==> src/rtl/core/bol_pkg.sv <==
package bol_pkg;

  typedef enum logic [1:0] {
    OP_INS_FRONT = 2'd0,
    OP_INS_BACK  = 2'd1,
    OP_DELETE    = 2'd2,
    OP_DUMP      = 2'd3
  } bol_op_t;

  typedef enum logic [1:0] {
    STAT_OK    = 2'd0,
    STAT_FULL  = 2'd1,
    STAT_EMPTY = 2'd2,
    STAT_BADP  = 2'd3
  } bol_status_t;

  typedef enum logic [2:0] {
    CMD_HOLD,
    CMD_PUSH_FRONT,
    CMD_PUSH_BACK,
    CMD_DELETE,
    CMD_ROTATE
  } bol_cmd_t;

  typedef enum logic {
    ST_IDLE,
    ST_DUMP
  } bol_state_t;

  typedef struct packed {
    bol_cmd_t   cmd;
    logic [4:0] pos;
  } bol_bus_t;

  localparam int DataW = 32;
  localparam int PosW  = 5;
  localparam int CountOutW = 5;

endpackage

==> src/rtl/core/bol_cell.sv <==
module bol_cell #(
  parameter int IDX = 0,
  parameter int CW  = 5
) (
  input  logic                    clk,
  input  bol_pkg::bol_bus_t       bus,
  input  logic [CW-1:0]           count,
  input  logic [bol_pkg::DataW-1:0] new_value,
  input  logic [bol_pkg::DataW-1:0] left_value,
  input  logic [bol_pkg::DataW-1:0] right_value,
  input  logic [bol_pkg::DataW-1:0] wrap_value,
  output logic [bol_pkg::DataW-1:0] value
);
  import bol_pkg::*;

  logic [DataW-1:0] value_next;

  always_comb begin
    value_next = value;
    case (bus.cmd)
      CMD_PUSH_FRONT: begin
        value_next = (IDX == 0) ? new_value : left_value;
      end
      CMD_PUSH_BACK: begin
        if (int'(count) == IDX) begin
          value_next = new_value;
        end
      end
      CMD_DELETE: begin
        if (int'(bus.pos) <= IDX + 1) begin
          value_next = right_value;
        end
      end
      CMD_ROTATE: begin
        value_next = (int'(count) == IDX + 1) ? wrap_value : right_value;
      end
      default: begin
        value_next = value;
      end
    endcase
  end

  always_ff @(posedge clk) begin
    value <= value_next;
  end

endmodule

==> src/rtl/core/bounded_ordered_list_engine_unit.sv <==
// insert and delete: result registered in the cycle after the transfer, one item per cycle
// while the output is not stalled; dump: one result per held element, one per cycle while
// the output is not stalled, first result registered from the dump state; a dump holds the
// input off while the cell row rotates the list past cell zero and while the output stalls
// rst clears the count, the control state and the output valid; cell contents are not reset
module bounded_ordered_list_engine_unit #(
  parameter int CAPACITY = 16
) (
  input  logic        clk,
  input  logic        rst,
  input  logic        s_axis_tvalid,
  output logic        s_axis_tready,
  input  logic [39:0] s_axis_tdata,  // value[31:0], position[36:32], zero pad
  input  logic [1:0]  s_axis_tuser,  // opcode[1:0]
  output logic        m_axis_tvalid,
  input  logic        m_axis_tready,
  output logic [39:0] m_axis_tdata,  // element[31:0], count[36:32], zero pad
  output logic [1:0]  m_axis_tuser,  // status[1:0]
  output logic        m_axis_tlast
);
  import bol_pkg::*;

  localparam int CW = $clog2(CAPACITY + 1);

  bol_state_t       state, state_next;
  logic [CW-1:0]    count, count_next;
  logic [CW-1:0]    dump_idx, dump_idx_next;
  bol_bus_t         bus;
  logic             out_free;
  logic             out_load;
  bol_status_t      out_status;
  logic [DataW-1:0] out_element;
  logic             out_last;
  logic             dump_end;

  bol_op_t          in_opcode;
  logic [DataW-1:0] in_value;
  logic [PosW-1:0]  in_pos;

  logic             m_valid;
  bol_status_t      m_status;
  logic [DataW-1:0] m_element;
  logic [CountOutW-1:0] m_count;
  logic             m_last;

  logic [DataW-1:0] cell_value [CAPACITY];

  assign in_opcode = bol_op_t'(s_axis_tuser);
  assign in_value  = s_axis_tdata[31:0];
  assign in_pos    = s_axis_tdata[36:32];

  genvar g;
  generate
    for (g = 0; g < CAPACITY; g++) begin : g_cell
      bol_cell #(
        .IDX (g),
        .CW  (CW)
      ) u_cell (
        .clk         (clk),
        .bus         (bus),
        .count       (count),
        .new_value   (in_value),
        .left_value  ((g == 0) ? in_value : cell_value[(g == 0) ? 0 : g - 1]),
        .right_value ((g == CAPACITY - 1) ? cell_value[0]
                                          : cell_value[(g == CAPACITY - 1) ? g : g + 1]),
        .wrap_value  (cell_value[0]),
        .value       (cell_value[g])
      );
    end
  endgenerate

  assign out_free = !m_valid || m_axis_tready;
  assign dump_end = (dump_idx == count - CW'(1));

  always_comb begin
    state_next    = state;
    count_next    = count;
    dump_idx_next = dump_idx;
    bus.cmd       = CMD_HOLD;
    bus.pos       = in_pos;
    s_axis_tready = 1'b0;
    out_load      = 1'b0;
    out_status    = STAT_OK;
    out_element   = '0;
    out_last      = 1'b1;
    case (state)
      ST_IDLE: begin
        s_axis_tready = out_free;
        if (s_axis_tvalid && out_free) begin
          out_load = 1'b1;
          case (in_opcode)
            OP_INS_FRONT, OP_INS_BACK: begin
              if (int'(count) >= CAPACITY) begin
                out_status = STAT_FULL;
              end else begin
                bus.cmd    = (in_opcode == OP_INS_FRONT) ? CMD_PUSH_FRONT : CMD_PUSH_BACK;
                count_next = count + CW'(1);
              end
            end
            OP_DELETE: begin
              if (count == '0) begin
                out_status = STAT_EMPTY;
              end else if (in_pos == '0 || int'(in_pos) > int'(count)) begin
                out_status = STAT_BADP;
              end else begin
                bus.cmd    = CMD_DELETE;
                count_next = count - CW'(1);
              end
            end
            OP_DUMP: begin
              if (count == '0) begin
                out_status = STAT_EMPTY;
              end else begin
                out_load      = 1'b0;
                dump_idx_next = '0;
                state_next    = ST_DUMP;
              end
            end
            default: begin
              out_status = STAT_OK;
            end
          endcase
        end
      end
      ST_DUMP: begin
        if (out_free) begin
          out_load      = 1'b1;
          out_element   = cell_value[0];
          out_last      = dump_end;
          bus.cmd       = CMD_ROTATE;
          dump_idx_next = dump_idx + CW'(1);
          if (dump_end) begin
            state_next = ST_IDLE;
          end
        end
      end
      default: begin
        state_next = ST_IDLE;
      end
    endcase
  end

  always_ff @(posedge clk) begin
    if (rst) begin
      state    <= ST_IDLE;
      count    <= '0;
      dump_idx <= '0;
      m_valid  <= 1'b0;
    end else begin
      state    <= state_next;
      count    <= count_next;
      dump_idx <= dump_idx_next;
      if (out_load) begin
        m_valid <= 1'b1;
      end else if (m_axis_tready) begin
        m_valid <= 1'b0;
      end
    end
  end

  always_ff @(posedge clk) begin
    if (out_load) begin
      m_status  <= out_status;
      m_element <= out_element;
      m_count   <= CountOutW'(count_next);
      m_last    <= out_last;
    end
  end

  assign m_axis_tvalid = m_valid;
  assign m_axis_tdata  = {3'b000, m_count, m_element};
  assign m_axis_tuser  = m_status;
  assign m_axis_tlast  = m_last;

`ifndef ASSERT_OFF
  a_status_follows: assert property (@(posedge clk) disable iff (rst)
    s_axis_tvalid && s_axis_tready && in_opcode != OP_DUMP |=> m_axis_tvalid)
    else $error("no result after insert or delete transfer");

  a_count_bound: assert property (@(posedge clk) disable iff (rst)
    int'(count) <= CAPACITY)
    else $error("count above capacity");

  a_dump_index: assert property (@(posedge clk) disable iff (rst)
    state == ST_DUMP |-> dump_idx < count)
    else $error("dump index past count");

  a_push_count: assert property (@(posedge clk) disable iff (rst)
    s_axis_tvalid && s_axis_tready && in_opcode == OP_INS_BACK && int'(count) < CAPACITY
    |=> count == $past(count) + CW'(1))
    else $error("count not advanced on insert");
`endif

endmodule

==> config.mk <==
export PLATFORM = sky130hd
export DESIGN_NAME = bounded_ordered_list_engine_unit
export DESIGN_NICKNAME = d
export VERILOG_FILES = /design/src/rtl/core/bol_pkg.sv /design/src/rtl/core/bol_cell.sv /design/src/rtl/core/bounded_ordered_list_engine_unit.sv
export SDC_FILE = /design/constraint.sdc
export NUM_CORES = 2
export LEC_CHECK = 0
export ABC_AREA = 1
export BUFFER_PORTS_ARGS = -buffer_cell sky130_fd_sc_hd__buf_2
export CAP_MARGIN = 15
export CORE_MARGIN = 2
export CORE_UTILIZATION = 60
export CTS_CLUSTER_DIAMETER = 60
export DETAILED_ROUTE_END_ITERATION = 6
export PLACE_DENSITY = 0.76
export SLEW_MARGIN = 20
export SYNTH_ARGS = -nofsm -noshare
export SYNTH_HDL_FRONTEND = slang
export SYNTH_SLANG_ARGS = --single-unit
export TNS_END_PERCENT = 30
==> constraint.sdc <==
create_clock -name clk -period 4.6 [get_ports clk]
set_input_delay 0.92 -clock clk [delete_from_list [all_inputs] [get_ports clk]]
set_output_delay 0.92 -clock clk [all_outputs]
set_load 0.01 [all_outputs]
==> Yosys cells after proc, flatten, opt, wreduce, memory -nomap -nowiden <==
Cells that the tools add are included.
{ "op_classes": {"addsub": 3, "multipliers": 0, "div": 0, "n_lt_le_gt_ge": 18, "n_eq_ne": 60, "shift": 0, "n_mux": 101, "bitwise_logic": 2, "n_reduce_logical": 30} }
{ "ops": {"columns": ["op", "n"], "rows": [
  ["$pmux W32 S4", 16],
  ["$mux W32", 47],
  ["$ne A2 B1 Y1 const B", 34],
  ["$mux W5", 9],
  ["$reduce_and A3 Y1", 15],
  ["$eq A5 B5 Y1 const B", 8],
  ["$le A5 B4 Y1 const B", 8],
  ["$eq A5 B4 Y1 const B", 4],
  ["$le A5 B3 Y1 const B", 4],
  ["$pmux W5 S2", 2],
  ["$mux W2", 8],
  ["$logic_not A5 Y1", 3],
  ["$mux W1", 13],
  ["$add A5 B1 Y5 const B", 2],
  ["$eq A5 B3 Y1 const B", 2],
  ["$le A5 B2 Y1 const B", 2],
  ["$reduce_and A4 Y1", 2],
  ["$eq A3 B2 Y1 const B", 2],
  ["$ne A2 B2 Y1 const B", 3],
  ["$pmux W2 S3", 1],
  ["$pmux W3 S2", 1],
  ["$eq A5 B2 Y1 const B", 1],
  ["$eq A5 B5 Y1", 1],
  ["$ge A5 B5 Y1 const B", 1],
  ["20 further kinds", 25]
]} }
{ "word_totals": {"reg_bits": 564, "latchBits": 0, "ramBits": 0, "rom_bits": 0, "inputBits": 46, "out_inout_bits": 45, "word_cells": 238, "mem_count": 0} }

==> Depth between registers and ports, before layout <==
{ "logic_depth": {"depth_word": 10, "ltp_mapped": 17} }

==> By module <==
Synthesis repeated with hierarchy kept, for this count alone.
{ "unflattened": {"cells_unflattened": 7108, "area_unflattened_um2": 48192.5} }
{ "by_module_without_submodules": {"columns": ["module", "n_inst", "cells_each", "area_each_um2", "seq_area_each_um2"], "rows": [
  ["bol_cell (g_cell[4].u_cell)", 1, 449, 3104.2, 960.9],
  ["bol_cell (g_cell[2].u_cell)", 1, 447, 3004.1, 960.9],
  ["bol_cell (g_cell[9].u_cell)", 1, 449, 3004.1, 960.9],
  ["bol_cell (g_cell[11].u_cell)", 1, 448, 2986.6, 960.9],
  ["bol_cell (g_cell[1].u_cell)", 1, 442, 2969.1, 960.9],
  ["bol_cell (g_cell[7].u_cell)", 1, 448, 2914.0, 960.9],
  ["bol_cell (g_cell[3].u_cell)", 1, 446, 2904.0, 960.9],
  ["bol_cell (g_cell[15].u_cell)", 1, 449, 2901.5, 960.9],
  ["bol_cell (g_cell[10].u_cell)", 1, 443, 2872.8, 960.9],
  ["bol_cell (g_cell[8].u_cell)", 1, 443, 2847.7, 960.9],
  ["bol_cell (g_cell[0].u_cell)", 1, 402, 2819.0, 960.9],
  ["bol_cell (g_cell[5].u_cell)", 1, 443, 2782.7, 960.9],
  ["bol_cell (g_cell[6].u_cell)", 1, 440, 2733.9, 960.9],
  ["bol_cell (g_cell[13].u_cell)", 1, 370, 2667.6, 960.9],
  ["3 more rows", null, null, null, null]
]} }

==> Worst setup path before layout <==
No wires, ideal clock.
{ "synth_timing": {"kind": "input port to flip-flop", "from": "input s_axis_tdata[36]", "to": "register g_cell[5].u_cell.value[0] in the netlist's numbering (enable)", "setup_time_ns": 0.421, "arrival_ns": 3.763, "t_required_ns": 4.179, "slack_ns": 0.416, "stages": 14, "path_buffers": 2, "path_cell_list": "ha_1 -> nand2_1 -> nor2_1 -> nand2_1 -> nand3_1 -> nand2_1 -> nand3_2 -> nand2_1 -> nand2_1 -> buf_2 -> nand3_2 -> buf_2 -> o21ai_1 -> nor2_1"} }
{ "synth_via": {"elab_chain_cells": 10, "word_cells_on_any_way": 17} }
{ "synth_rtl": {"columns": ["item", "line_no", "text"], "rows": [
  ["from (decl)", "bounded_ordered_list_engine_unit.sv:13", "input logic [39:0] s_axis_tdata,"],
  ["$gt A5 B5 Y1 / $logic_not A5 Y1 (equally long branches)", "bounded_ordered_list_engine_unit.sv:103", "end else if (in_pos == '0 || int'(in_pos) > int'(count)) begin"],
  ["$logic_or A1 B1 Y1", "bounded_ordered_list_engine_unit.sv:103", null],
  ["$mux W2", "bounded_ordered_list_engine_unit.sv:103", null],
  ["$mux W2", "bounded_ordered_list_engine_unit.sv:101", "if (count == '0) begin"],
  ["$pmux W2 S2", "bounded_ordered_list_engine_unit.sv:91", "case (in_opcode)"],
  ["$mux W2", "bounded_ordered_list_engine_unit.sv:89", "if (s_axis_tvalid && out_free) begin"],
  ["$pmux W3 S2", "bounded_ordered_list_engine_unit.sv:86", "case (state)"],
  ["$eq A3 B2 Y1 (tied with other cells)", "bol_cell.sv:20", "case (bus.cmd)"],
  ["$ne A2 B1 Y1 (no line) / $reduce_bool A4 Y1 (equally long branches)", null, null],
  ["$reduce_and A3 Y1 (no line) (*)", null, null],
  ["to (signal assigned)", "bol_cell.sv:44", "value <= value_next;"],
  ["to (decl)", "bol_cell.sv:12", "output logic [bol_pkg::DataW-1:0] value"]
]} }
Every way passes the cells marked *; elsewhere a longest branch is shown, timed or not.
A chain may end at the register's enable or synchronous reset.

==> Final worst setup path <==
{ "layout_timing": {"from": "register count[0]", "to": "register g_cell[14].u_cell.value[27] in the netlist's numbering (enable)"} }
{ "layout_via": {"elab_chain_cells": 10, "word_cells_on_any_way": 19} }
{ "layout_rtl": {"columns": ["item", "line_no", "text"], "rows": [
  ["from (decl)", "bounded_ordered_list_engine_unit.sv:26", "logic [CW-1:0] count, count_next;"],
  ["from (signal assigned)", "bounded_ordered_list_engine_unit.sv:151", "count <= count_next;"],
  ["$gt A5 B5 Y1", "bounded_ordered_list_engine_unit.sv:103", null],
  ["$logic_or A1 B1 Y1", "bounded_ordered_list_engine_unit.sv:103", null],
  ["$mux W2", "bounded_ordered_list_engine_unit.sv:103", null],
  ["$mux W2", "bounded_ordered_list_engine_unit.sv:101", null],
  ["$pmux W2 S2", "bounded_ordered_list_engine_unit.sv:91", null],
  ["$mux W2", "bounded_ordered_list_engine_unit.sv:89", null],
  ["$pmux W3 S2", "bounded_ordered_list_engine_unit.sv:86", null],
  ["$eq A3 B2 Y1 (tied with other cells)", "bol_cell.sv:20", null],
  ["$ne A2 B1 Y1 (no line) / $reduce_bool A4 Y1 (equally long branches)", null, null],
  ["$reduce_and A3 Y1 (no line) (*)", null, null],
  ["to (signal assigned)", "bol_cell.sv:44", null],
  ["to (decl)", "bol_cell.sv:12", null]
]} }
Marks and branches as above.

==> flow_summary.ini <==
[outcome]
status = finished clean

[sta]
setup_tns_ps = 0
slew_headroom_pct = 19.2
finalHoldViolCount = 0
period_share_pct = 86.6
fin_skew_ps = 22.4
finalCriticalPeriod_ps = 3980
tightest_slew_ps = 1210
slew_viol_final = 0
finalSetupViolCount = 0
rsz0062_at_grt = false
holdWs_ps = 519
max_freq_ghz = 0.251

[critical_path]
cp-start-kind = flip-flop
r2r-start = count[0]
r2r_cells = 12
critPathMaxStageDelay_ps = 940
cp-end-kind = flip-flop
r2r_end = g_cell[14].u_cell.value[27]
cp_slowest_cell = nor2_4
crit_type = flip-flop to flip-flop
crit_path_cell_trace = inv_1 -> ha_1 -> nand2_2 -> nor2_4 -> nor3_4 -> nand3_2 -> nand2_1 -> nand2_4 -> nand3_2 -> o21ai_0 -> nor2_4 -> buf_4
worstPathMaxFanout = 19
endpoint = g_cell[14].u_cell.value[27]
cp.arrival_ps = 4290
critical_path_required_ps = 4910
crit_start = count[0]
regToRegSetupSlack_ps = 620

[finish]
drive_above_1_share_pct = 8.66
utilization_pct = 65.5
final_cell_area_um2 = 35400
fin_nets = 3645
layout-area-overhead-vs-synth_pct = 7.54

[clock_tree]
cts_tree = yes
clkTransAtPathRegs_ps = 60
clkLatencyLatePin_ps = 630
cts_setup_buffers = 0
clock-root-buffer = clkbuf_16
post_cts_resized = 0
numClockSinks = 564
numCtsBuffers = 66
htree_num_levels = 3
clockBufferDepth = 3
cts_hold_buffers = 0

[drt]
post-route-drc-count = 0
ant_nets = 0
dr.pass1.iters = 7
post_drt_wl_per_cell_um = 24.1
wl_um = 105000
vias_per_cell = 7.14
drt_iter0_drc = 5312
vias = 30900

[place]
gp_congestion = 0.862
dpl_cell_area_um2 = 33400
dpl.hpwl_um = 55100
io_buffers = 84

[synth]
yosys_warnings = 0
syn_avg_cell_area_um2 = 8.73
synth_area_leaders = edfxtp_1 (50%), nand2_1 (13%), o211ai_1 (10%), nand4_1 (8.6%), nand3_1 (7.9%)
ys_seq_area_share_pct = 51.1
synth_seq_cells = 564
async_flop_share_pct = 0
synth-edff-count = 552
yosysTopAreaCell = edfxtp_1
netlist_area_um2 = 32900
synth_commonest_cells = nand2_1 (1115), edfxtp_1 (552), nand3_1 (519)
yosysMostFrequentCell = nand2_1
synth_top_area_share_pct = 50.4
synthFlopType = edfxtp_1
ys_types = 34
synth_cells = 3768

[die]
initial_core_util_pct = 60.9
fp-row-count = 85
coreArea_um2 = 54000
die-width_um = 238
io_pins = 91
fp.dieH_um = 238
die_area_um2 = 56700

[min_path]
hp-class = flip-flop to flip-flop

[power_and_ir_drop]
clkPwrFrac_pct = 38.6
ir_drop_v = 0.000360
net-switching-power_mw = 3.59
p_leak_nw = 12.0
p_comb_share_pct = 11.6
seqPwrFrac_pct = 49.8
power_mw = 13.1
power_density_nw_per_um2 = 370
p_int_mw = 9.48
p_sw_share_pct = 27.5

[global_route]
antenna_found_initial = 1
grt_pass1_vias = 28400
grt_max_degree = 229
grt_pass1_wl_um = 161000
gr-usage-all-layers_pct = 35.9
gr-total-overflow = 0

[flow_run]
cap_violations = 0
==> how the worst min path moves through the flow <==
| stage | start | endpoint | slack, ps | depth (start not counted) |
|---|---|---|---|---|
| floorplan | dump_idx[1] | dump_idx[1] | 480 | 2 |
| global placement | dump_idx[1] | dump_idx[1] | 510 | 2 |
| detailed placement | dump_idx[1] | dump_idx[1] | 510 | 2 |
| CTS | dump_idx[1] | dump_idx[1] | 520 | 2 |
| global route | g_cell[15].u_cell.value[23] | g_cell[14].u_cell.value[23] | 560 | 2 |
| finish | dump_idx[1] | dump_idx[1] | 520 | 2 |
==> final cells by class <==
cell class              instances  area (um2)
fillers                      4249       18700
flip-flops and latches        564       16800
multi-input cells            2741       14400
clock buffers                  79        1710
repair buffers                143        1040
well taps                     696         871
clock inverters                40         289
inverters                      71         282
diodes                          1        2.50
==> state kept, by name, indices dropped and copies added, names as in the netlist <==
| signal | cells |
|---|---|
| count | 5 |
| dump_idx | 5 |
| g_cell.u_cell.value | 512 |
| m_axis_tlast | 1 |
| m_axis_tuser | 2 |
| m_axis_tvalid | 1 |
| m_count | 5 |
| m_element | 32 |
| state | 1 |
==> per-layer routing <==
| metal | GRT usage [%] | part of all wire (%) | up-vias |
|---|---|---|---|
| li1 | - | - | 13600 |
| met1 | 50.1 | 37 | 14700 |
| met2 | 54.1 | 45 | 2357 |
| met3 | 8.01 | 13 | 364 |
| met4 | 16.1 | 4.6 | 0 |
| met5 | 0 | 0 | - |
==> per-stage QoR <==
step	cells	setup slack (ps)
after floorplan	3770	416
after global placement	4215	339
after detailed placement	4215	348
after CTS	4334	701
after global routing	4335	426
final	4335	616
==> placed cells by master, fill, tap and decap left out, drive strengths merged, types with 18 or more instances in the layout <==
cell type,synthesis,final
inv,71,79
edfxtp,552,552
clkinv,0,28
clkbuf,231,79
o21ai,18,18
nand2,1146,1146
buf,163,143
nand4,455,455
o211ai,449,449
nor2,100,100
nand3,522,522
==> power groups by stage <==
stage	Combinational [mW]	Clock, mW	Sequential, mW
floorplan	0.950	0	6.54
global placement	1.42	0	6.58
detailed placement	1.47	0	6.60
CTS	1.48	5.06	6.50
global route	1.62	5.24	6.55
finish	1.52	5.05	6.51
==> worst max-delay path: cells and delay by family, from the launching register on <==
family	cells	cell delay [ps]
AO/OA/AOI/OAI	1	210
adder cells (fa/ha/maj)	1	250
buffers and inverters	2	610
flip-flops	1	510
AND/OR/NAND/NOR	8	2080
==> cell families (layout without fill, tap and decap cells) <==
group	count (synthesis)	count (layout)	share of synthesized area, %
AOI/OAI and AO/OA	489	489	10.9
xor gates and xnor gates	6	6	0.160
adders and majority gates	12	12	0.457
buffers and inverters	465	333	6.01
DFF	564	564	51.1
other	1	4	0.0114
and+or+nand+nor	2231	2231	31.3
(Power assumes the default switching activity.)
